**src/rtl/range_scan_to_grid_cell_defines.svh**
```systemverilog
// Assertion macros for the scan-to-grid block.
`ifndef RANGE_SCAN_TO_GRID_CELL_DEFINES_SVH
`define RANGE_SCAN_TO_GRID_CELL_DEFINES_SVH

`ifndef NO_ASSERTIONS
// Condition must hold in the same cycle as the trigger
`define RSG_ASSERT_NOW(lbl, clk, rst, ante, cons) \
  lbl: assert property (@(posedge clk) disable iff (rst) (ante) |-> (cons)) \
    else $error("rsg assertion failed");
// Condition must hold in the cycle after the trigger
`define RSG_ASSERT_NEXT(lbl, clk, rst, ante, cons) \
  lbl: assert property (@(posedge clk) disable iff (rst) (ante) |=> (cons)) \
    else $error("rsg assertion failed");
`else
`define RSG_ASSERT_NOW(lbl, clk, rst, ante, cons)
`define RSG_ASSERT_NEXT(lbl, clk, rst, ante, cons)
`endif

`endif

```
**src/rtl/rsg_pkg.sv**
```systemverilog
package rsg_pkg;

  // Field widths
  localparam int ANG_W  = 16;
  localparam int DIST_W = 14;
  localparam int OUT_W  = 10;
  localparam int CFG_IDX_W  = 2;
  localparam int CFG_DATA_W = 16;

  // Grid geometry
  localparam int MAP_SIZE    = 1024;
  localparam int CENTER_X    = 500;
  localparam int CENTER_Y    = 130;
  localparam int ROW_MARGIN  = 30;
  localparam int RANGE_GUARD = 10;

  // Rotation datapath
  localparam int FRAC_BITS    = 16;
  localparam int CORDIC_STEPS = 16;
  localparam int DW      = 34;
  localparam int ZW      = 18;
  localparam int CELL_W  = DW - FRAC_BITS;
  localparam int GAIN_W  = 17;
  localparam int PROD_W  = DIST_W + 1 + GAIN_W;
  localparam logic signed [GAIN_W-1:0] INV_GAIN  = 17'sd39797;
  localparam logic signed [ZW-1:0]     HALF_TURN = ZW'(32768);
  localparam logic signed [DW-1:0]     OFF_X = DW'(CENTER_X) <<< FRAC_BITS;
  localparam logic signed [DW-1:0]     OFF_Y = DW'(CENTER_Y) <<< FRAC_BITS;

  // Queue between front and back
  localparam int QDEPTH = 4;
  localparam int QPTR_W = $clog2(QDEPTH);
  localparam int QCNT_W = QPTR_W + 1;

  // Register reset values
  localparam logic [ANG_W-1:0]  START_ANGLE_RST = 16'h8000;
  localparam logic [ANG_W-1:0]  ANGLE_STEP_RST  = 16'h0000;
  localparam logic [DIST_W-1:0] MIN_RANGE_RST   = 14'd0;
  localparam logic [DIST_W-1:0] MAX_RANGE_RST   = 14'd16383;

  typedef enum logic [CFG_IDX_W-1:0] {
    REG_START_ANGLE = 2'd0,
    REG_ANGLE_STEP  = 2'd1,
    REG_MIN_RANGE   = 2'd2,
    REG_MAX_RANGE   = 2'd3
  } cfg_reg_t;

  // Counted sample handed from front to back
  typedef struct packed {
    logic [ANG_W-1:0]  angle;
    logic [DIST_W-1:0] distance;
  } item_t;

  typedef struct packed {
    logic              full;
    logic              empty;
    logic [QCNT_W-1:0] count;
  } qstat_t;

  // Arctangent of 2^-k in binary angle units
  function automatic logic signed [ZW-1:0] atan_unit(input logic [3:0] k);
    logic signed [ZW-1:0] a;
    case (k)
      4'd0:  a = 18'sd8192;
      4'd1:  a = 18'sd4836;
      4'd2:  a = 18'sd2555;
      4'd3:  a = 18'sd1297;
      4'd4:  a = 18'sd651;
      4'd5:  a = 18'sd326;
      4'd6:  a = 18'sd163;
      4'd7:  a = 18'sd81;
      4'd8:  a = 18'sd41;
      4'd9:  a = 18'sd20;
      4'd10: a = 18'sd10;
      4'd11: a = 18'sd5;
      4'd12: a = 18'sd3;
      4'd13: a = 18'sd1;
      4'd14: a = 18'sd1;
      default: a = 18'sd0;
    endcase
    return a;
  endfunction

endpackage

```
**src/rtl/rsg_queue.sv**
```systemverilog
module rsg_queue (
  input  logic            clk,
  input  logic            rst,
  input  logic            push,
  input  rsg_pkg::item_t  push_item,
  input  logic            pop,
  output rsg_pkg::item_t  head,
  output rsg_pkg::qstat_t stat
);
  import rsg_pkg::*;

  item_t             mem [QDEPTH];
  logic [QPTR_W-1:0] wr_ptr;
  logic [QPTR_W-1:0] rd_ptr;
  logic [QCNT_W-1:0] count;

  // Store incoming beat
  always_ff @(posedge clk) begin
    if (push) begin
      mem[wr_ptr] <= push_item;
    end
  end

  // Advance pointers and occupancy
  always_ff @(posedge clk) begin
    if (rst) begin
      wr_ptr <= '0;
      rd_ptr <= '0;
      count  <= '0;
    end else begin
      if (push) wr_ptr <= wr_ptr + 1'b1;
      if (pop)  rd_ptr <= rd_ptr + 1'b1;
      case ({push, pop})
        2'b10:   count <= count + 1'b1;
        2'b01:   count <= count - 1'b1;
        default: count <= count;
      endcase
    end
  end

  assign head       = mem[rd_ptr];
  assign stat.count = count;
  assign stat.full  = (count == QCNT_W'(QDEPTH));
  assign stat.empty = (count == '0);

endmodule

```
**config.mk**
```make
export PLATFORM = sky130hd
export DESIGN_NAME = rsg_queue
export DESIGN_NICKNAME = d
export VERILOG_FILES = /design/src/rtl/range_scan_to_grid_cell_defines.svh /design/src/rtl/rsg_pkg.sv /design/src/rtl/rsg_queue.sv
export SDC_FILE = /design/constraint.sdc
export NUM_CORES = 1
export LEC_CHECK = 0
export ABC_AREA = 1
export BUFFER_PORTS_ARGS = -buffer_cell sky130_fd_sc_hd__buf_2
export CAP_MARGIN = 20
export CORE_MARGIN = 10
export CORE_UTILIZATION = 56
export DETAILED_ROUTE_END_ITERATION = 10
export PLACE_DENSITY = 0.85
export RECOVER_POWER = 50
export REMOVE_ABC_BUFFERS = 1
export SYNTH_ARGS = -nofsm -noshare
export SYNTH_HDL_FRONTEND = slang
export SYNTH_SLANG_ARGS = --single-unit
```
**constraint.sdc**
```tcl
create_clock -name clk -period 1.8 [get_ports clk]
set_input_delay 0.45 -clock clk [delete_from_list [all_inputs] [get_ports clk]]
set_output_delay 0.45 -clock clk [all_outputs]
set_load 0.01 [all_outputs]
```
Word-level counts from Yosys, hierarchy flattened --
Memory sizes are Yosys's and may differ from the RTL's. A register that Yosys moved wholly into a read port is not among the register bits. Cells that the tools add are included.
Word-level totals: register bits 7, memory bits (writable) 120, input bits 34, output and inout bits 35, word-level logic and storage cells 18, memories kept 1
Memory list:
- mem | depth 4, bits a word 30, rd ports 1, clocked after Yosys merged registers in 1, wr ports 1, RTL line rsg_queue.sv:12 | item_t mem [QDEPTH];
Cells by class: add/sub/neg operators 4, equal/unequal tests 3, mux-type cells 5, reduce and logical (&&, ||, !) cells 2
Operator list (count):
- one-hot mux 3 bit (2 select lines) | 1
- adder 2 x 1 -> 2 bit, second input constant | 2
- two-way mux 2 bit | 2
- adder 3 x 1 -> 3 bit, second input constant | 1
- equality test 3 bit, second input constant | 1
- logical NOT 3 bit | 1
- subtractor 3 x 1 -> 3 bit, second input constant | 1
- equality test 2 x 1 -> 1 bit, second input constant | 1
- equality test 2 bit, second input constant | 1
- two-way mux 1 bit | 2
- nonzero test 2 bit | 1

Depth between registers and ports, before layout --
Gate-level depths: netlist (run 1).
word-level depth 3, depth in mapped cells 10, mapped depth without buffers 10

Worst setup path before layout (run 1) --
Ideal clock, no wire load.
path type flip-flop to flip-flop, start register wr_ptr[0], end memory mem[2][0] in the netlist's numbering (enable), arrival 1184 ps, required time 1415 ps, setup slack 231 ps, stages on the path, launching flop included 5, period minus slack after synthesis 1569 ps, cell sequence dfxtp_1 > inv_1 > ha_1 > nand2_1 > inv_1
RTL lines:
- start: declaration | RTL line rsg_queue.sv:13 | logic [QPTR_W-1:0] wr_ptr;
- start signal: assignment | RTL line rsg_queue.sv:31 | if (push) wr_ptr <= wr_ptr + 1'b1;
- end: declaration | RTL line rsg_queue.sv:12
Straight into the memory's write port.

==> results of run 1 <==
-- worst max path at each step --
stage / start / to / slack, ns / cells after the start
final: flop / head[18] / -0.33 / 6
after detailed placement: push / count[2] / 0.03 / 10
after global placement: push / count[2] / 0.1 / 11
after global routing: flop / head[4] / -0.41 / 5
after floorplan: flop / head[0] / -0.44 / 3
after CTS: flop / head[10] / -0.32 / 4
-- worst max-delay path, cell delays in order (launching register included) --
cell	delay, ns
dfxtp_4	0.37
buf_6	0.14
buf_8	0.13
buf_12	0.12
o21ai_2	0.06
o22ai_1	0.17
buf_2	0.17
-- cell type report --
type / instances / share of cell area
Timing Repair Buffer: 93 / 0.112
Tap cell: 108 / 0.0207
Clock inverter: 15 / 0.0269
Clock buffer: 17 / 0.0635
Sequential cell: 129 / 0.581
Timing Repair inverter: 1 / 0.00249
Inverter: 18 / 0.0144
Multi-Input combinational cell: 183 / 0.179
-- registers in the layout, indices dropped and copies added (netlist names), named ones only --
name and count:
count 3, mem 120, rd_ptr 2, wr_ptr 2
-- where the power goes --
part | internal, W | leakage [nW] | switching (W)
clock network | 0.00201 | 0.279 | 0.00138
logic | 0.000350 | 0.876 | 0.000518
registers | 0.00342 | 1.18 | 0.0000586
-- routing by layer --
layer / vias to the layer above / share of wire / GRT usage
li1: 1486 / - / -
met1: 1650 / 0.37 / 0.210
met2: 195 / 0.51 / 0.286
met3: 30 / 0.094 / 0.0651
met4: 0 / 0.023 / 0.0735
met5: - / 0 / 0
-- stage by stage --
step	TNS (ns)	hold slack, ns	cells	setup WS [ns]
after floorplan	-13.12	0.412	330	-0.437
after global routing	-9.74	0.182	564	-0.409
after global placement	0	0.444	518	0.0999
final	-7.99	0.183	564	-0.334
after CTS	-7.80	0.123	556	-0.321
after detailed placement	0	0.454	518	0.0272
-- what timing repair did --
action,in CTS,in global routing
endpoints found under the hold margin,0,0
setup buffers,4,4
cloned,2,4
pin swaps,12,22
setup endpoints to repair,30,30
resized for setup,41,68
-- cell families (layout without fill, tap and decap cells) --
logic type,count (synthesis),count (layout),synth area share
flops,129,129,0.766
compound gates,101,101,0.110
simple gates,76,76,0.0590
buf+inv,37,144,0.0486
fa+ha+maj,6,6,0.0167
-- layout by cell type (no fill, tap or decap), types with 6 or more instances in the layout --
| cell | instances |
|---|---|
| buf_2 | 37 |
| nor2_1 | 52 |
| o21ai_0 | 9 |
| nor2_4 | 6 |
| clkbuf_1 | 30 |
| buf_12 | 9 |
| o21ai_2 | 19 |
| clkbuf_16 | 19 |
| nand2_1 | 9 |
| inv_1 | 16 |
| edfxtp_1 | 120 |
| o22ai_2 | 10 |
| o22ai_1 | 20 |
| dfxtp_1 | 7 |
| o21ai_1 | 33 |
==> run_results.csv, run 1 <==
group,metric,value,unit
timing,post-route-min-period,2.13,ns
yosys,async_flop_share,0,
yosys,synthFlopType,"edfxtp_1",
yosys,yosysTopAreaCell,"edfxtp_1",
min_path,whs_endpoint,"mem[0][19]",
timing,maxSlewViolCount,0,
timing,relSlewSlack,0.807,
yosys,yosysMostFrequentCell,"edfxtp_1",
yosys,avgSynthCellArea,14.2,um^2
setup_path,crit_required,1.35,ns
layout,nets,483,
clock_tree,clk_latency,0.52,ns
setup_path,critPathKind,"flop to output port",
yosys,yosys-top-cells-area,"edfxtp_1 73%, nor2_1 4.8%, o22ai_1 3.8%, dfxtp_1 3.6%, o21ai_0 3.6%",
layout,drive_gt1_frac,0.318,
setup_path,worstReg2RegEnd,"count[2]",
drt,drt_iter0_markers,345,
clock_tree,cts_buffers,17,
floorplan,core_region_area,8640,um^2
yosys,synthTopCellsByCount,"120 x edfxtp_1, 63 x nor2_1, 36 x o21ai_0, 30 x o21ai_1, 30 x o22ai_1",
layout,syn2layout_area_growth,32.0,%
floorplan,die-area,13000,um^2
floorplan,initial_utilization,0.572,
clock_tree,clkTransAtPathRegs,0.06,ns
power_and_ir_drop,powerDensity,1190,nW/um^2
timing,report.final.hold_viol_count,0,
setup_path,reg2reg_slack,0.44,ns
yosys,seq_area_frac_synth,0.766,
setup_path,cp.arrival,1.68,ns
layout,register_area,3790,um^2
drt,wire_per_inst,22.1,um
timing,tightest_slew,0.290,ns
yosys,ys_ff_latch,129,
layout,fill_cells,490,
timing,setup_viol,30,
placement,port_buffers,68,
timing,setup_ws,-0.334,ns
placement,dp_hpwl,6230,um
drt,firstDrtPassIters,5,
global_routing,antenna_found_initial,0,
floorplan,die_y,114,um
global_routing,grt_start_max_net_pins,61,
setup_path,r2r_start,"count[1]",
clock_tree,cts_root_buffer,"clkbuf_8",
min_path,hold_class,"input port to flop",
status,status,"finished, violations left",
min_path,worst_hold_path.num_cells,1,
setup_path,crit_path_max_fanout,8,
yosys,synth.top_cell.area_share,0.729,
placement,place_area,5390,um^2
global_routing,grt_remaining_overflow,0,
clock_tree,clkSinkCount,129,
yosys,yosysWarnings,0,
setup_path,reg2regPathDepth,7,
global_routing,grt_first_pass_wirelength,17700,um
yosys,synth.distinct_cells,18,
clock_tree,h-tree-depth,4,
drt,drc,0,
drt,num_vias,3361,
layout,multi_input_area,1160,um^2
power_and_ir_drop,power_leakage,2.33,nW
timing,fin_crit_sh,1.19,
drt,vias_per_cell,5.96,
floorplan,io_pins,69,
floorplan,die_w,114,um
run,maxCapViolations,0,
layout,design_area,6520,um^2
global_routing,track_usage,0.177,
clock_tree,hold_buffers,0,
status,violations,"setup timing",
layout,insertedDiodeCount,0,
min_path,hold_start,"push_item[19]",
yosys,syn_inst,349,
power_and_ir_drop,finalPower,0.00774,W
clock_tree,cts_tree,"yes",
yosys,synth-edff-count,120,
clock_tree,clk_path_buf_depth,2,
yosys,syn_area,4940,um^2
layout,utilization,0.755,
floorplan,rows,34,
power_and_ir_drop,peakVddDrop,719,uV
setup_path,cp-end-kind,"output port",
drt,postRouteAntennaNets,0,
timing,fmax,0.468,GHz
setup_path,cp-start-kind,"flop",
timing,clock_skew,0.00896,ns
placement,place_congestion,0.735,
global_routing,grt_pass1_vias,3314,
drt,wirelength,12500,um
timing,rsz0062_at_grt,"yes",
(Power assumes the default switching activity.)
==> run 2, diff against run 1 <==
PLACE_DENSITY = 0.78   (was 0.85)
==> run 2 against run 1 <==
- the flow still finishes with violations (setup timing)
- combinational power decreased by 17%
- sequential power barely moved
- cell area shrank 5.1%
- clock-buffer cell count grew 1
- clock power grew 2%
- worst setup slack improved by 0.092 ns
- critical path depth down 1
- final cell count is 0.35% lower
- utilization shrank 3.8 points
- critical endpoint is now head[14]
- largest cell class unchanged
- highest routed layer unchanged
==> run_results.csv, run 2 (same netlist as run 1, synthesis figures left out) <==
group,metric,value,unit
layout,drive_gt1_frac,0.244,
drt,num_vias,3131,
setup_path,endpoint,"head[14]",
timing,tightest_slew,0.307,ns
drt,firstDrtPassIters,4,
layout,final_cell_mix,"120 x edfxtp_1, 59 x nor2_1, 38 x buf_2",
global_routing,grt_pass1_vias,3270,
layout,insertedDiodeCount,0,
layout,fin_cells,562,
setup_path,critPathKind,"flop to output port",
global_routing,grt_first_pass_wirelength,16600,um
timing,relSlewSlack,0.795,
floorplan,core_region_area,8640,um^2
drt,drc,0,
setup_path,reg2reg_slack,0.43,ns
status,violations,"setup timing",
drt,wirelength,10600,um
timing,fmax,0.490,GHz
setup_path,worstReg2RegEnd,"mem[2][9]",
placement,port_buffers,68,
setup_path,cp-start-kind,"flop",
timing,maxSlewViolCount,0,
setup_path,r2r_start,"wr_ptr[0]",
floorplan,die_w,114,um
placement,place_area,5380,um^2
timing,hold_slack,0.185,ns
layout,largest_reg_flops,120,
layout,reg.largest.list,"mem: 120 flops, count: 3 flops",
clock_tree,cts_buffers,17,
clock_tree,clkTransAtPathRegs,0.06,ns
layout,nets,481,
placement,place_congestion,0.750,
power_and_ir_drop,peakVddDrop,730,uV
layout,design_area,6190,um^2
clock_tree,cts_tree,"yes",
global_routing,grt_start_max_net_pins,31,
timing,report.final.hold_viol_count,0,
global_routing,track_usage,0.167,
timing,fin_crit_sh,1.13,
setup_path,crit_required,1.35,ns
setup_path,cp.arrival,1.59,ns
timing,post-route-min-period,2.04,ns
drt,vias_per_cell,5.57,
floorplan,rows,34,
min_path,worst_hold_path.num_cells,1,
timing,setup_ws,-0.243,ns
placement,pre_cts_slack,0.0509,ns
drt,postRouteAntennaNets,0,
min_path,hold_class,"input port to flop",
floorplan,die-area,13000,um^2
clock_tree,clkSinkCount,129,
floorplan,io_pins,69,
floorplan,die_y,114,um
run,maxCapViolations,0,
placement,dp_hpwl,6250,um
clock_tree,clk_latency,0.52,ns
status,status,"finished, violations left",
clock_tree,cts_root_buffer,"clkbuf_8",
power_and_ir_drop,power_leakage,2.26,nW
drt,wire_per_inst,18.8,um
timing,rsz0062_at_grt,"yes",
floorplan,initial_utilization,0.572,
setup_path,crit_path_max_fanout,30,
layout,fill_cells,542,
clock_tree,h-tree-depth,4,
global_routing,antenna_found_initial,0,
clock_tree,clk_path_buf_depth,2,
setup_path,cp-end-kind,"output port",
placement,placed_cells,523,
timing,setup_viol,30,
drt,drt_iter0_markers,258,
power_and_ir_drop,powerDensity,1230,nW/um^2
setup_path,reg2regPathDepth,5,
timing,clock_skew,0.0115,ns
global_routing,grt_remaining_overflow,0,
layout,layout_commonest_cell,"edfxtp_1",
layout,top_register,"mem",
layout,syn2layout_area_growth,25.2,%
## run 2: routing by layer
layer / global-route usage / routed length [um] / vias to the layer above
met3: 0.0709 / 914 / 15
met5: 0 / 0 / -
met1: 0.185 / 4070 / 1521
met2: 0.275 / 5460 / 111
li1: - / - / 1484
met4: 0.0693 / 147 / 0
## run 2: stage by stage
| step | util | power, W | setup TNS [ns] |
|---|---|---|---|
| finish | 0.717 | 0.00763 | -6.32 |
| detailed placement | 0.623 | 0.00416 | 0 |
| global placement | 0.623 | 0.00414 | 0 |
| floorplan | - | 0.00385 | -13.12 |
| global route | 0.717 | 0.00791 | -8.56 |
| CTS | 0.720 | 0.00770 | -7.04 |
## run 2: critical path: stages (launching register included)
cell and delay, ns:
dfxtp_4 0.42, buf_12 0.19, inv_16 0.09, o21ai_1 0.14
o22ai_1 0.09, buf_2 0.15
## run 2: worst min-delay path by stage
| stage | startpoint | slack, ns | end |
|---|---|---|---|
| after floorplan | rd_ptr[1] | 0.41 | flop |
| after global placement | rd_ptr[1] | 0.43 | flop |
| after detailed placement | rd_ptr[1] | 0.44 | rd_ptr[1] |
| after CTS | push_item[24] | 0.12 | mem[3][24] |
| after global routing | push_item[16] | 0.19 | mem[2][16] |
| final | push_item[16] | 0.18 | mem[1][16] |
## run 2: layout make-up
type / instances / area (um^2) / share of cell area
timing repair buffer: 90 / 554 / 0.0896
tap: 108 / 135 / 0.0218
inverter: 18 / 83.8 / 0.0135
sequential: 129 / 3790 / 0.613
clock buffer: 18 / 418 / 0.0675
timing repair inverter: 2 / 36.3 / 0.00586
clock inverter: 14 / 189 / 0.0305
multi-input combinational: 183 / 981 / 0.159
## run 2: report_power, final
part	switching (W)	total [W]	leakage, nW	internal [W]
clock	0.00121	0.00345	0.294	0.00224
combinational	0.000448	0.000718	0.787	0.000271
sequential	0.0000486	0.00347	1.18	0.00342
total	0.00170	0.00763	2.26	0.00593
## run 2: repair_timing
item | 4_1_cts | 5_1_grt
gates resized for setup | 45 | 8
cloned | 3 | 0
pin swaps | 7 | 2
endpoints found under the setup margin | 30 | 30
setup buffers | 4 | 0
hold buffers | 0 | 0
