==> src/rtl/range_scan_to_grid_cell_defines.svh <==
// Assertion macros for the scan-to-grid block.
`ifndef RANGE_SCAN_TO_GRID_CELL_DEFINES_SVH
`define RANGE_SCAN_TO_GRID_CELL_DEFINES_SVH

`ifndef NO_ASSERTIONS
// Condition must hold in the same cycle as the trigger
`define RSG_ASSERT_NOW(lbl, clk, rst, ante, cons) \
  lbl: assert property (@(posedge clk) disable iff (rst) (ante) |-> (cons)) \
    else $error("rsg assertion failed");
// Condition must hold in the cycle after the trigger
`define RSG_ASSERT_NEXT(lbl, clk, rst, ante, cons) \
  lbl: assert property (@(posedge clk) disable iff (rst) (ante) |=> (cons)) \
    else $error("rsg assertion failed");
`else
`define RSG_ASSERT_NOW(lbl, clk, rst, ante, cons)
`define RSG_ASSERT_NEXT(lbl, clk, rst, ante, cons)
`endif

`endif

==> src/rtl/rsg_pkg.sv <==
package rsg_pkg;

  // Field widths
  localparam int ANG_W  = 16;
  localparam int DIST_W = 14;
  localparam int OUT_W  = 10;
  localparam int CFG_IDX_W  = 2;
  localparam int CFG_DATA_W = 16;

  // Grid geometry
  localparam int MAP_SIZE    = 1024;
  localparam int CENTER_X    = 500;
  localparam int CENTER_Y    = 130;
  localparam int ROW_MARGIN  = 30;
  localparam int RANGE_GUARD = 10;

  // Rotation datapath
  localparam int FRAC_BITS    = 16;
  localparam int CORDIC_STEPS = 16;
  localparam int DW      = 34;
  localparam int ZW      = 18;
  localparam int CELL_W  = DW - FRAC_BITS;
  localparam int GAIN_W  = 17;
  localparam int PROD_W  = DIST_W + 1 + GAIN_W;
  localparam logic signed [GAIN_W-1:0] INV_GAIN  = 17'sd39797;
  localparam logic signed [ZW-1:0]     HALF_TURN = ZW'(32768);
  localparam logic signed [DW-1:0]     OFF_X = DW'(CENTER_X) <<< FRAC_BITS;
  localparam logic signed [DW-1:0]     OFF_Y = DW'(CENTER_Y) <<< FRAC_BITS;

  // Queue between front and back
  localparam int QDEPTH = 4;
  localparam int QPTR_W = $clog2(QDEPTH);
  localparam int QCNT_W = QPTR_W + 1;

  // Register reset values
  localparam logic [ANG_W-1:0]  START_ANGLE_RST = 16'h8000;
  localparam logic [ANG_W-1:0]  ANGLE_STEP_RST  = 16'h0000;
  localparam logic [DIST_W-1:0] MIN_RANGE_RST   = 14'd0;
  localparam logic [DIST_W-1:0] MAX_RANGE_RST   = 14'd16383;

  typedef enum logic [CFG_IDX_W-1:0] {
    REG_START_ANGLE = 2'd0,
    REG_ANGLE_STEP  = 2'd1,
    REG_MIN_RANGE   = 2'd2,
    REG_MAX_RANGE   = 2'd3
  } cfg_reg_t;

  // Counted sample handed from front to back
  typedef struct packed {
    logic [ANG_W-1:0]  angle;
    logic [DIST_W-1:0] distance;
  } item_t;

  typedef struct packed {
    logic              full;
    logic              empty;
    logic [QCNT_W-1:0] count;
  } qstat_t;

  // Arctangent of 2^-k in binary angle units
  function automatic logic signed [ZW-1:0] atan_unit(input logic [3:0] k);
    logic signed [ZW-1:0] a;
    case (k)
      4'd0:  a = 18'sd8192;
      4'd1:  a = 18'sd4836;
      4'd2:  a = 18'sd2555;
      4'd3:  a = 18'sd1297;
      4'd4:  a = 18'sd651;
      4'd5:  a = 18'sd326;
      4'd6:  a = 18'sd163;
      4'd7:  a = 18'sd81;
      4'd8:  a = 18'sd41;
      4'd9:  a = 18'sd20;
      4'd10: a = 18'sd10;
      4'd11: a = 18'sd5;
      4'd12: a = 18'sd3;
      4'd13: a = 18'sd1;
      4'd14: a = 18'sd1;
      default: a = 18'sd0;
    endcase
    return a;
  endfunction

endpackage

==> src/rtl/rsg_ifs.sv <==
interface rsg_scan_if;
  import rsg_pkg::*;
  logic              valid;
  logic              ready;
  logic              scan_start;
  logic [DIST_W-1:0] distance;
  modport source (output valid, scan_start, distance, input ready);
  modport sink   (input valid, scan_start, distance, output ready);
endinterface


interface rsg_cfg_if;
  import rsg_pkg::*;
  logic                  valid;
  logic                  ready;
  logic [CFG_IDX_W-1:0]  index;
  logic [CFG_DATA_W-1:0] data;
  modport source (output valid, index, data, input ready);
  modport sink   (input valid, index, data, output ready);
endinterface

==> src/rtl/rsg_front.sv <==
module rsg_front (
  input  logic           clk,
  input  logic           rst,
  rsg_cfg_if.sink        cfg,
  rsg_scan_if.sink       scan,
  input  logic           q_full,
  output logic           push,
  output rsg_pkg::item_t push_item
);
  import rsg_pkg::*;

  logic [ANG_W-1:0]  start_angle;
  logic [ANG_W-1:0]  angle_step;
  logic [DIST_W-1:0] min_range;
  logic [DIST_W-1:0] max_range;
  logic [ANG_W-1:0]  beam_angle;
  logic [ANG_W-1:0]  angle_now;
  logic              accept;
  logic              counted;

  assign cfg.ready  = 1'b1;
  assign scan.ready = !q_full;
  assign accept     = scan.valid && scan.ready;

  // Configuration registers
  always_ff @(posedge clk) begin
    if (rst) begin
      start_angle <= START_ANGLE_RST;
      angle_step  <= ANGLE_STEP_RST;
      min_range   <= MIN_RANGE_RST;
      max_range   <= MAX_RANGE_RST;
    end else if (cfg.valid) begin
      case (cfg_reg_t'(cfg.index))
        REG_START_ANGLE: start_angle <= cfg.data;
        REG_ANGLE_STEP:  angle_step  <= cfg.data;
        REG_MIN_RANGE:   min_range   <= cfg.data[DIST_W-1:0];
        REG_MAX_RANGE:   max_range   <= cfg.data[DIST_W-1:0];
        default: ;
      endcase
    end
  end

  // Restart the angle on a new scan, then advance it every beat
  assign angle_now = scan.scan_start ? start_angle : beam_angle;

  always_ff @(posedge clk) begin
    if (rst) begin
      beam_angle <= '0;
    end else if (accept) begin
      beam_angle <= angle_now + angle_step;
    end
  end

  // Keep only samples strictly inside the range window
  assign counted = (scan.distance > min_range) &&
                   (({1'b0, scan.distance} + (DIST_W+1)'(RANGE_GUARD)) <
                    {1'b0, max_range});

  assign push               = accept && counted;
  assign push_item.angle    = angle_now;
  assign push_item.distance = scan.distance;

endmodule

==> src/flat_wrapper.sv <==
// flat-port wrapper written by rule: the top's interface ports become plain ports
module rsg_front_flat import rsg_pkg::*;
  (clk, rst, q_full, push, push_item, cfg_valid, cfg_index, cfg_data, cfg_ready, scan_valid, scan_scan_start, scan_distance, scan_ready);
  rsg_cfg_if cfg_i ();
  rsg_scan_if scan_i ();
  input  logic clk;
  input  logic rst;
  input  logic q_full;
  output logic push;
  output rsg_pkg::item_t push_item;
  input wire logic [$bits(cfg_i.valid)-1:0] cfg_valid;
  input wire logic [$bits(cfg_i.index)-1:0] cfg_index;
  input wire logic [$bits(cfg_i.data)-1:0] cfg_data;
  output wire logic [$bits(cfg_i.ready)-1:0] cfg_ready;
  input wire logic [$bits(scan_i.valid)-1:0] scan_valid;
  input wire logic [$bits(scan_i.scan_start)-1:0] scan_scan_start;
  input wire logic [$bits(scan_i.distance)-1:0] scan_distance;
  output wire logic [$bits(scan_i.ready)-1:0] scan_ready;
  assign cfg_i.valid = cfg_valid;
  assign cfg_i.index = cfg_index;
  assign cfg_i.data = cfg_data;
  assign cfg_ready = cfg_i.ready;
  assign scan_i.valid = scan_valid;
  assign scan_i.scan_start = scan_scan_start;
  assign scan_i.distance = scan_distance;
  assign scan_ready = scan_i.ready;
  rsg_front u_core (.clk(clk), .rst(rst), .cfg(cfg_i), .scan(scan_i), .q_full(q_full), .push(push), .push_item(push_item));
endmodule
==> config.mk <==
export PLATFORM = sky130hd
export DESIGN_NAME = rsg_front_flat
export DESIGN_NICKNAME = d
export VERILOG_FILES = /design/src/rtl/range_scan_to_grid_cell_defines.svh /design/src/rtl/rsg_pkg.sv /design/src/rtl/rsg_ifs.sv /design/src/rtl/rsg_front.sv /design/src/flat_wrapper.sv
export SDC_FILE = /design/constraint.sdc
export NUM_CORES = 1
export LEC_CHECK = 0
export BUFFER_PORTS_ARGS = -buffer_cell sky130_fd_sc_hd__buf_4
export CORE_MARGIN = 3
export CORE_UTILIZATION = 54
export DETAILED_ROUTE_END_ITERATION = 12
export PLACE_DENSITY = 0.87
export SYNTH_ARGS = -nofsm -noshare
export SYNTH_HDL_FRONTEND = slang
export SYNTH_SLANG_ARGS = --single-unit
export TNS_END_PERCENT = 20
==> constraint.sdc <==
create_clock -name clk -period 3.7 [get_ports clk]
set_clock_uncertainty 0.1 [all_clocks]
set_input_delay 0.74 -clock clk [delete_from_list [all_inputs] [get_ports clk]]
set_output_delay 0.74 -clock clk [all_outputs]
set_load 0.02 [all_outputs]
Word-level counts from Yosys, hierarchy flattened --
Cells that the tools add are included.
Operators by class: add/sub/neg operators 2, $lt $le $gt $ge 2, reduce and logical (&&, ||, !) cells 9, multiplexer cells 1, eq/ne operators 3
Operators by type and width (number):
- adder 16 bit | 1
- two-way mux 16 bit | 1
- adder 14 x 4 -> 15 bit, second input constant | 1
- less-than comparator 15 x 14 -> 1 bit | 1
- greater-than comparator 14 bit | 1
- AND reduction 2 bit | 4
- == test 2 bit, second input constant | 2
- logical AND 1 bit | 3
- == test 2 x 1 -> 1 bit, second input constant | 1
- logical NOT 2 bit | 1
- logical NOT 1 bit | 1
Storage, ports and cells: output and inout port bits 33, bits in registers 76, word-level logic and storage cells 22

Depth between registers and ports, before layout --
Gate-level depths: netlist of run 1.
word-level depth 4, depth in mapped cells 12, gate-level depth less buffers 11

Worst setup path before layout of run 1 --
No wires, ideal clock.
path type input port to output port, start point input scan_distance[1], end point output push, arrival time 2.908 ns, required time 2.860 ns, slack -0.048 ns, stages on the path 11, cells stage by stage ha_1 o21ai_0 nor2_1 and2_1 nand3_1 xnor2_1 ha_1 a21o_1 a2111oi_0 o21ai_0 a211oi_1
Between the ends: cells in the longest elaborated chain, start to end 4
RTL lines:
- start, declared | RTL line flat_wrapper.sv:17 | input wire logic [$bits(scan_i.distance)-1:0] scan_distance;
- adder 14 x 4 -> 15 bit | RTL line rsg_front.sv:56 | (({1'b0, scan.distance} + (DIST_W+1)'(RANGE_GUARD)) <
- less-than comparator 15 x 14 -> 1 bit | RTL line rsg_front.sv:56
- logical AND 1 bit (*) | RTL line rsg_front.sv:55 | assign counted = (scan.distance > min_range) &&
- logical AND 1 bit (*) | RTL line rsg_front.sv:59 | assign push = accept && counted;
- end, declared | RTL line flat_wrapper.sv:9 | output logic push;
Mark *: on every way between the ends. The rest lies on a longest branch, timed or not.

Worst setup path after layout of run 1 --
Same ends and word-level chain as after synthesis.

==> results.md, run 1 <==
* Most area-consuming cells after synthesis: dfxtp_1 34%, ha_1 12%, nand2_1 9.8%, a21oi_1 7.8%, mux2_2 3.8%
* Slew @ Worst Pin at 1.03 ns
* Nets at 690
* Mean post-synth cell area at 8.06 sq um
* Fin. max-slew vios at 0
* Final Power at 1900 uW
* # IOs at 71
* P&R area growth vs syn at 17.8%
* WL final at 11.5 mm
* #FFs+latches synth at 76
* Seq pwr share at 45.4%
* Router iterations before antenna repair at 4
* PwrDens at 358 mW/mm^2
* Worst EP arrival at 2.78 ns
* CTS tree: yes
* H-tree levels at 3
* WL/cell at 16.1 microns
* DR DRC count at 0
* Peak supply drop at 0.263 mV
* Vias in the first global route at 3970
* Share of layout cells above drive strength 1 at 20.3%
* Final Util at 67.1%
* Clk pin slew, worst setup/hold paths at 0.07 ns
* GPL Wtd Cong at 0.925
* Int Pwr at 1400 uW
* Vias/cell at 5.78
* Worst-Skew Late Latency at 0.36 ns
* Setup-failing EPs final at 0
* First-pass GRT wire length at 18.3 mm
* Logic pwr share at 17.0%
* Required @ worst endpoint at 2.86 ns
* Synth async-reset ratio at 0%
* Max_slew headroom at 31.3%
* Sw Pwr at 500 uW
* P_leak at 0.00248 uW
* Outcome: finished clean
* Iter 0 DRT Violations at 247
* Root Driver: clkbuf_8
* Distinct cells, synth at 50
* CP Class: in -> out
* Grt ovf at 0
* Mapped Area at 0.00450 sq mm
* # port buffers at 69
* Largest net degree at the start of global routing at 73
* Switching share of power at 26.4%
* Setup crit end kind: primary output
* Top_reg_cell synth: dfxtp_1
* Final ANT Viol Nets at 0
* Routed vias at 4126
* Starting Density at 57.0%
* TritonCTS Buffers at 9
* Final hold viol count at 0
* Yosys warnings at 0
* Die extent in x at 97.3 microns
* HPWL after DPL at 8.40 mm
* Total of max-cap violations at 0
* Total track usage at 23.2%
* Initial antenna violation count at 0
* Clk pwr share at 37.6%
* Mapped Cells at 558
* Critical-path maximum fanout at 3
* Max Buffers Root-to-Sink at 2
* Core footprint at 0.00789 sq mm
* F_max at 276 MHz
* Register-to-register setup slack at 1.03 ns
* Die height at 97.3 microns
* Post-synthesis sequential area ratio at 33.8%
* Final min period at 3.62 ns
* Hold Crit Class: reg -> reg
* EDFF count, synth at 0
* DIE AREA at 0.00946 sq mm
* # rows at 32
* Final worst path period share at 97.8%
* CP startpoint kind: primary input
* Hold_buf cts at 0
* Synth Net Count at 640
* Antenna Cells at 0
* Top cell type's share of synthesized area at 33.8%
* Clk sinks at 76
* Largest area contributor in the netlist: dfxtp_1
==> sequential cells by signal (all words and copies together) (netlist names) <==
signal	count
u_core.start_angle	16
u_core.min_range	14
u_core.max_range	14
u_core.angle_step	16
u_core.beam_angle	16
==> power groups by stage <==
stage	logic, uW	clock network [uW]	registers (uW)
global placement	293	0	878
finish	322	713	861
CTS	310	717	861
detailed placement	307	0	880
global route	354	752	864
floorplan	200	0	874
==> layer usage <==
| metal | part of all wire [%] | GRT usage [%] | up-vias |
|---|---|---|---|
| met4 | 2.7 | 7.67 | 0 |
| met3 | 5.8 | 5.53 | 35 |
| met1 | 40 | 27.4 | 1951 |
| met2 | 51 | 41.5 | 139 |
| li1 | - | - | 2001 |
| met5 | 0 | 0 | - |
==> synthesized netlist by cell type (6+ instances only) <==
cell type and count:
a211o_1 14, o21ai_0 8, nand2b_1 6, mux2_2 15, nand3_1 12, a21o_1 18, xor2_1 9, ha_1 43
buf_4 17, xnor2_1 14, clkbuf_1 19, nand2_1 118, inv_1 36, a21oi_1 70, nor2_1 22, dfxtp_1 76
==> per-stage QoR <==
stage	TNS, ns	setup slack (ns)	hold slack (ns)	std cells	cell area (sq um)
floorplan	0	0.121	0.329	558	4500
global placement	-0.0212	-0.0212	0.336	698	5000
detailed placement	-0.0493	-0.0493	0.344	698	5000
CTS	0	0.0136	0.354	713	5230
global route	-0.0402	-0.0402	0.378	714	5300
finish	0	0.0797	0.352	714	5300
==> worst max-delay path: stages <==
cell	delay, ns
buf_4	0.14
ha_4	0.16
o21ai_2	0.14
nor2_2	0.07
buf_4	0.14
nand2_1	0.07
xnor2_1	0.07
ha_1	0.18
a21o_1	0.17
a211o_1	0.29
a41o_1	0.22
a211oi_2	0.22
buf_4	0.17
==> logic make-up (layout without fill, tap and decap cells) <==
logic type	Yosys count	after routing	share of synthesized area, %
AND/OR/NAND/NOR	184	184	17.9
multiplexers	16	16	3.98
XOR/XNOR	23	23	4.48
adder cells (fa/ha/maj)	44	44	12.4
buffers and inverters	76	130	7.82
flip-flops	76	76	33.8
AO/OA/AOI/OAI	138	138	19.4
other	1	1	0.0834
==> cell usage in the layout, fill, tap and decap left out, types with 2 or more instances in the layout <==
cell type  instances
a211o_1           14
a211oi_1           3
a21o_1            18
a21oi_1           69
a22o_1             5
and2_1             2
and3_1             4
buf_4             79
bufinv_16          2
clkbuf_8          11
dfxtp_1           76
ha_1              42
inv_1             36
mux2_2            15
nand2_1          117
nand2b_1           6
nand3_1           12
nand3b_1           2
nand4_1            4
nor2_1            20
nor2b_1            3
o211ai_1           5
o21ai_0            5
o21ai_1            5
xnor2_1           14
xor2_1             9
==> final timing paths <==
kind              cells past startpoint               endpoint             startpoint
setup reg to reg                     10  u_core.beam_angle[14]  u_core.start_angle[0]
hold reg to reg                       2   u_core.beam_angle[4]   u_core.beam_angle[4]
hold / removal                        2   u_core.beam_angle[4]   u_core.beam_angle[4]
setup / recovery                     13                   push       scan_distance[1]
==> layout make-up <==
| type | count | area [sq um] |
|---|---|---|
| timing repair buffer | 79 | 593 |
| tap | 102 | 128 |
| inverter | 36 | 135 |
| sequential | 76 | 1520 |
| multi-input combinational | 406 | 2700 |
| clock inverter | 4 | 72.6 |
| clock buffer | 11 | 151 |
| fill | 615 | 2590 |
==> what timing repair did <==
action	CTS	global route
gates resized for setup	4	13
endpoints found under the setup margin	1	1
hold endpoints to repair	0	0
buffers inserted	0	1
pin swaps	0	7
gates cloned	0	0
(Power assumes the default switching activity.)
==> run 2, diff against run 1 <==
--- a/config.mk
+++ b/config.mk
@@ -6,10 +6,10 @@
 export NUM_CORES = 1
 export LEC_CHECK = 0
 export BUFFER_PORTS_ARGS = -buffer_cell sky130_fd_sc_hd__buf_4
-export CORE_MARGIN = 3
-export CORE_UTILIZATION = 54
+export CORE_MARGIN = 2
+export CORE_UTILIZATION = 57
 export DETAILED_ROUTE_END_ITERATION = 12
-export PLACE_DENSITY = 0.87
+export PLACE_DENSITY = 0.9
 export SYNTH_ARGS = -nofsm -noshare
 export SYNTH_HDL_FRONTEND = slang
 export SYNTH_SLANG_ARGS = --single-unit
==> run 2 against run 1 <==
Global-route usage grew 3.5 points. Largest cell class unchanged. Power shrank 1.5%. Die area shrank 8.9%. Critical endpoint unchanged. Combinational power shrank 2%. Sequential power is essentially flat. Final cell count shrank 0.14%. Utilization grew 0.98 points.
==> results.md, run 2 (same netlist as run 1, synthesis figures left out) <==
* Outcome: finished clean
* DIE AREA at 0.00862 sq mm (-8.9%)
* Core footprint at 0.00769 sq mm (-2.5%)
* Max Buffers Root-to-Sink at 2 (unchanged)
* PwrDens at 357 mW/mm^2 (-0.41%)
* Top flop regs: u_core.angle_step (16), u_core.beam_angle (16), u_core.start_angle (16)
* Commonest non-fill, non-tap cells in the layout: 118 x nand2_1, 78 x buf_4, 76 x dfxtp_1
* Hold_buf cts at 0 (unchanged)
* Hold Crit Class: reg -> reg
* Setup TNS at 0 ns (unchanged)
* WL/cell at 15.9 microns (-1.1%)
* CP Class: in -> out
* Initial antenna violation count at 0 (unchanged)
* HPWL after DPL at 8.14 mm (-3.1%)
* Final worst path period share at 97.8% (about the same)
* Area post-placement at 0.00500 sq mm (unchanged)
* Clk pin slew, worst setup/hold paths at 0.07 ns (about the same)
* Critical-path maximum fanout at 4 (+1)
* Post-CTS setup buffer count at 0 (unchanged)
* Switching share of power at 26.4% (about the same)
* Peak supply drop at 0.228 mV (-13%)
* Nets at 689 (-0.14%)
* Worst-Skew Late Latency at 0.36 ns (about the same)
* Sw Pwr at 493 uW (-1.5%)
* Vias in the first global route at 3938 (-0.81%)
* Slew @ Worst Pin at 1.03 ns (+0.00207 ns)
* CTS tree: yes
* Largest net degree at the start of global routing at 73 (unchanged)
* CP startpoint kind: primary input
* WL final at 11.3 mm (-1.3%)
* Total track usage at 26.8% (+3.5 points)
* Area occupied by registers at 0.00152 sq mm (unchanged)
* # port buffers at 69 (unchanged)
* Fin area at 0.00524 sq mm (-1.1%)
* DR DRC count at 0 (unchanged)
* Required @ worst endpoint at 2.86 ns (about the same)
* Final worst slack at 0.0800 ns (+0.000327 ns)
* Grt ovf at 0 (unchanged)
* Clk pwr share at 37.1% (-0.5 points)
* Clk sinks at 76 (unchanged)
* Total of max-cap violations at 0 (unchanged)
* Iter 0 DRT Violations at 264 (+6.9%)
* # rows at 32 (unchanged)
* P&R area growth vs syn at 16.5%
* Final Power at 1870 uW (-1.5%)
* Multi-input gate area at 0.00265 sq mm (-1.6%)
* Final hold viol count at 0 (unchanged)
* Root Driver: clkbuf_8
* Vias/cell at 5.77 (-0.22%)
* Die height at 92.8 microns (-4.6%)
* Worst EP arrival at 2.78 ns (about the same)
* Routed vias at 4111 (-0.36%)
* Router iterations before antenna repair at 5 (+1)
* Commonest non-fill, non-tap cell in the layout: nand2_1
* Max_slew headroom at 31.2% (-0.091 points)
* Worst slack, placed at -0.118 ns (-0.0682 ns)
* H-tree levels at 3 (unchanged)
* Setup-failing EPs final at 0 (unchanged)
* TritonCTS Buffers at 9 (unchanged)
* Seq pwr share at 46.1% (+0.7 points)
* Share of layout cells above drive strength 1 at 19.6% (-0.62 points)
* # IOs at 71 (unchanged)
* Final ANT Viol Nets at 0 (unchanged)
* Fillers at 642 (+4.4%)
* P_leak at 0.00247 uW (-0.37%)
* Setup crit end kind: primary output
* F_max at 276 MHz (about the same)
* Fin. max-slew vios at 0 (unchanged)
* Logic pwr share at 16.9% (about the same)
* Die extent in x at 92.8 microns (-4.6%)
* Int Pwr at 1370 uW (-1.5%)
* Final min period at 3.62 ns (-0.000327 ns)
* First-pass GRT wire length at 18.3 mm (-0.38%)
* GPL Wtd Cong at 0.889 (-3.9%)
* Antenna Cells at 0 (unchanged)
* Starting Density at 58.5% (+1.5 points)
* Register-to-register setup slack at 0.96 ns (-0.07 ns)
run 2: power by group through the flow:
stage / logic, uW / clock network (uW) / registers, uW
global route: 346 / 730 / 863
global placement: 296 / 0 / 877
floorplan: 200 / 0 / 874
finish: 315 / 693 / 860
CTS: 311 / 700 / 860
detailed placement: 308 / 0 / 879
run 2: repair_timing:
item	4_1_cts	5_1_grt
resized for setup	4	6
pin swaps	0	7
endpoints found under the hold margin	0	0
setup endpoints to repair	1	1
run 2: layout make-up:
class                   count  area share, %
clock buffers              11           2.70
clock inverters             4           1.41
inverters                  36           2.58
multi-input cells         406           50.6
flip-flops and latches     76           29.0
well taps                 102           2.44
repair buffers             78           11.2
run 2: through the flow:
| stage | hold slack, ns | cells | utilization (%) |
|---|---|---|---|
| global placement | 0.336 | 698 | 65.0 |
| CTS | 0.357 | 713 | 67.9 |
| finish | 0.355 | 713 | 68.1 |
| global route | 0.378 | 713 | 68.1 |
| detailed placement | 0.346 | 698 | 65.0 |
| floorplan | 0.329 | 558 | - |
run 2: worst paths after layout:
check	start	endpoint	cells after the start
worst min register to register	u_core.min_range[7]	u_core.min_range[7]	2
worst max register to register	u_core.start_angle[0]	u_core.beam_angle[14]	10
worst min-delay path	u_core.min_range[7]	u_core.min_range[7]	2
worst max-delay path	scan_distance[2]	push	11
run 2: per-layer routing:
| layer | share of wire, % | GRT usage, % |
|---|---|---|
| met1 | 43 | 32.9 |
| met2 | 50 | 45.4 |
| met3 | 5.1 | 6.27 |
| met4 | 2.7 | 10.4 |
| met5 | 0 | 0 |
run 2: critical path: stages:
cell and delay, ns:
buf_4 0.11, a21oi_2 0.07, nor2_2 0.22, nand3_1 0.13
xnor2_1 0.14, ha_1 0.30, a21o_1 0.20, a211o_1 0.26
a41o_1 0.23, a211oi_2 0.21, buf_4 0.18
==> run 3, diff against run 2 <==
--- a/config.mk
+++ b/config.mk
@@ -5,11 +5,12 @@
 export SDC_FILE = /design/constraint.sdc
 export NUM_CORES = 1
 export LEC_CHECK = 0
+export ABC_AREA = 1
 export BUFFER_PORTS_ARGS = -buffer_cell sky130_fd_sc_hd__buf_4
 export CORE_MARGIN = 2
-export CORE_UTILIZATION = 57
+export CORE_UTILIZATION = 58
 export DETAILED_ROUTE_END_ITERATION = 12
-export PLACE_DENSITY = 0.9
+export PLACE_DENSITY = 0.91
 export SYNTH_ARGS = -nofsm -noshare
 export SYNTH_HDL_FRONTEND = slang
 export SYNTH_SLANG_ARGS = --single-unit
==> run 3 against run 2 <==
Utilization down 1.5 points. Fmax up 5.4%. Flip-flop and latch count unchanged. Non-clock buffer count down 8. Wire length up 0.98%. Largest power group unchanged.
==> results.md, run 3 <==
* Yosys warnings at 0 (unchanged)
* Iter 0 DRT Violations at 248 (-6.1%)
* Setup crit end kind: primary output
* # port buffers at 69 (unchanged)
* Largest area contributor in the netlist: dfxtp_1
* Resize count post-CTS at 0 (-4)
* Clk pin slew, worst setup/hold paths at 0.09 ns (+0.02 ns)
* Mean post-synth cell area at 6.79 sq um (-16%)
* Post-CTS setup buffer count at 0 (unchanged)
* Worst slack, placed at 0.272 ns (+0.389 ns)
* Post-synth top cells: 122 x nand2_1, 108 x inv_1, 88 x nor2_1
* Nets at 834 (+21%)
* Share of layout cells above drive strength 1 at 14.7% (-5.0 points)
* Routed vias at 4516 (+9.9%)
* Hold Crit Class: reg -> reg
* Logic pwr share at 22.0% (+5.1 points)
* Max Buffers Root-to-Sink at 2 (unchanged)
* H-tree levels at 3 (unchanged)
* Fin. max-slew vios at 0 (unchanged)
* Most area-consuming cells after synthesis: dfxtp_1 32%, ha_1 11%, nand2_1 9.5%, inv_1 8.5%, o21ai_0 7.6%
* Register-to-register setup slack at 1.40 ns (+0.44 ns)
* P&R area growth vs syn at 12.9%
* # IOs at 71 (unchanged)
* Top_reg_cell synth: dfxtp_1
* Final worst path period share at 92.8% (-5.0 points)
* CP startpoint: scan_distance[1]
* Final min period at 3.43 ns (-0.185 ns)
* Fin cells at 862 (+21%)
* Hold Slack at 0.368 ns (+0.0126 ns)
* Clk sinks at 76 (unchanged)
* Clk pwr share at 30.3% (-6.8 points)
* Inst Count DP at 846 (+21%)
* Post-synthesis sequential area ratio at 31.7% (-2.1 points)
* Root Driver: clkbuf_8
* # rows at 33 (+3.1%)
* First-pass GRT wire length at 18.8 mm (+2.8%)
* CP startpoint kind: primary input
* Outcome: finished clean
* Hold_buf cts at 0 (unchanged)
* Vias/cell at 5.24 (-9.1%)
* Hold_sp: u_core.beam_angle[0]
* DR DRC count at 0 (unchanged)
* PwrDens at 342 mW/mm^2 (-4.1%)
* Max_slew headroom at 62.9% (+32 points)
* Slew @ Worst Pin at 0.553 ns (-0.475 ns)
* Mapped Area at 0.00480 sq mm (+6.6%)
* Required @ worst endpoint at 2.86 ns (about the same)
* Seq pwr share at 47.7% (+1.6 points)
* Distinct cells, synth at 34 (-32%)
* Final hold viol count at 0 (unchanged)
* Commonest non-fill, non-tap cell in the layout: nand2_1
* Starting Density at 59.0% (+0.46 points)
* P_leak at 0.00277 uW (+12%)
* Int Pwr at 1270 uW (-7.7%)
* Top cell type's share of synthesized area at 31.7% (-2.1 points)
* Commonest non-fill, non-tap cells in the layout: 122 x nand2_1, 108 x inv_1, 88 x nor2_1
* Synth async-reset ratio at 0% (unchanged)
* CTS tree: yes
* Setup TNS at 0 ns (unchanged)
* Core footprint at 0.00813 sq mm (+5.8%)
* Mapped Cells at 706 (+27%)
* Die height at 94.9 microns (+2.3%)
* #FFs+latches synth at 76 (unchanged)
* CP Class: in -> out
* TritonCTS Buffers at 9 (unchanged)
* F_max at 291 MHz (+5.4%)
* Worst-Skew Late Latency at 0.35 ns (about the same)
* DIE AREA at 0.00901 sq mm (+4.6%)
* Largest net degree at the start of global routing at 48 (-34%)
* Initial antenna violation count at 0 (unchanged)
* Grt ovf at 0 (unchanged)
* Total of max-cap violations at 0 (unchanged)
* WL/cell at 13.3 microns (-16%)
* Antenna Cells at 0 (unchanged)
* HPWL after DPL at 8.86 mm (+8.9%)
* Synth Net Count at 788 (+23%)
* Peak supply drop at 0.186 mV (-19%)
* Total track usage at 26.4% (-0.38 points)
* Router iterations before antenna repair at 4 (-1)
* Sw Pwr at 583 uW (+18%)
* GPL Wtd Cong at 0.891 (+0.17%)
* Final worst slack at 0.265 ns (+0.185 ns)
* Critical-path maximum fanout at 5 (+1)
* RSZ-0062 raised after global routing: no
* WL final at 11.4 mm (+0.98%)
* Die extent in x at 94.9 microns (+2.3%)
* Vias in the first global route at 4173 (+6.0%)
* Reg2Reg Launch Point: u_core.beam_angle[0]
* Top flop regs: u_core.angle_step (16), u_core.beam_angle (16), u_core.start_angle (16)
* EDFF count, synth at 0 (unchanged)
* Switching share of power at 31.5% (+5.1 points)
* Final ANT Viol Nets at 0 (unchanged)
* Setup-failing EPs final at 0 (unchanged)
* Worst EP arrival at 2.59 ns (-0.19 ns)
* Count leader, synth: nand2_1
run 3: worst max-delay path: stages:
cell and delay, ns:
buf_4 0.11, ha_1 0.18, o21a_1 0.18, nand2_1 0.08, nor3_2 0.16, nand2_1 0.09
xnor2_1 0.18, ha_1 0.27, inv_1 0.06, nor2_1 0.04, nor3_1 0.18, nand2_1 0.08
nor2_1 0.11, buf_4 0.15
run 3: final cells by class:
cell class	instances	area (sq um)
timing repair buffer	70	526
tap	105	131
clock buffer	11	131
inverter	114	428
fill	730	2720
multi-input combinational	481	2640
clock inverter	5	37.5
sequential	76	1520
run 3: stage by stage:
stage	cell area, sq um	util (%)	total power, uW
2_1_floorplan	4800	-	1170
3_3_place_gp	5250	64.5	1290
3_5_place_dp	5250	64.5	1310
4_1_cts	5420	66.6	1860
5_1_grt	5420	66.6	1950
6_report	5420	66.6	1850
run 3: power by group through the flow:
stage          Combinational [uW]  Clock (uW)  Sequential (uW)
6_report                      407         561              884
2_1_floorplan                 281           0              894
3_3_place_gp                  393           0              900
5_1_grt                       460         601              888
4_1_cts                       408         564              883
3_5_place_dp                  406           0              902
run 3: logic make-up after synthesis:
family	after synthesis	share of synthesized area [%]
AO/OA/AOI/OAI	148	15.9
XOR/XNOR	15	2.74
adder cells (fa/ha/maj)	44	11.6
buffers and inverters	149	13.2
flip-flops	76	31.7
multiplexers	5	1.17
other	1	0.0782
AND/OR/NAND/NOR	268	23.6
run 3: path summary, 6_finish.rpt:
path,end,cells past startpoint
max,push,14
min,u_core.beam_angle[0],2
max reg2reg,u_core.beam_angle[8],13
min reg2reg,u_core.beam_angle[0],2
run 3: per-layer routing:
layer | routed length, microns | track usage (%) | vias up
met1 | 5210 | 33.1 | 2049
met3 | 533 | 3.83 | 14
met4 | 148 | 8.09 | 0
li1 | - | - | 2332
met5 | 0 | 0 | -
met2 | 5540 | 46.6 | 121
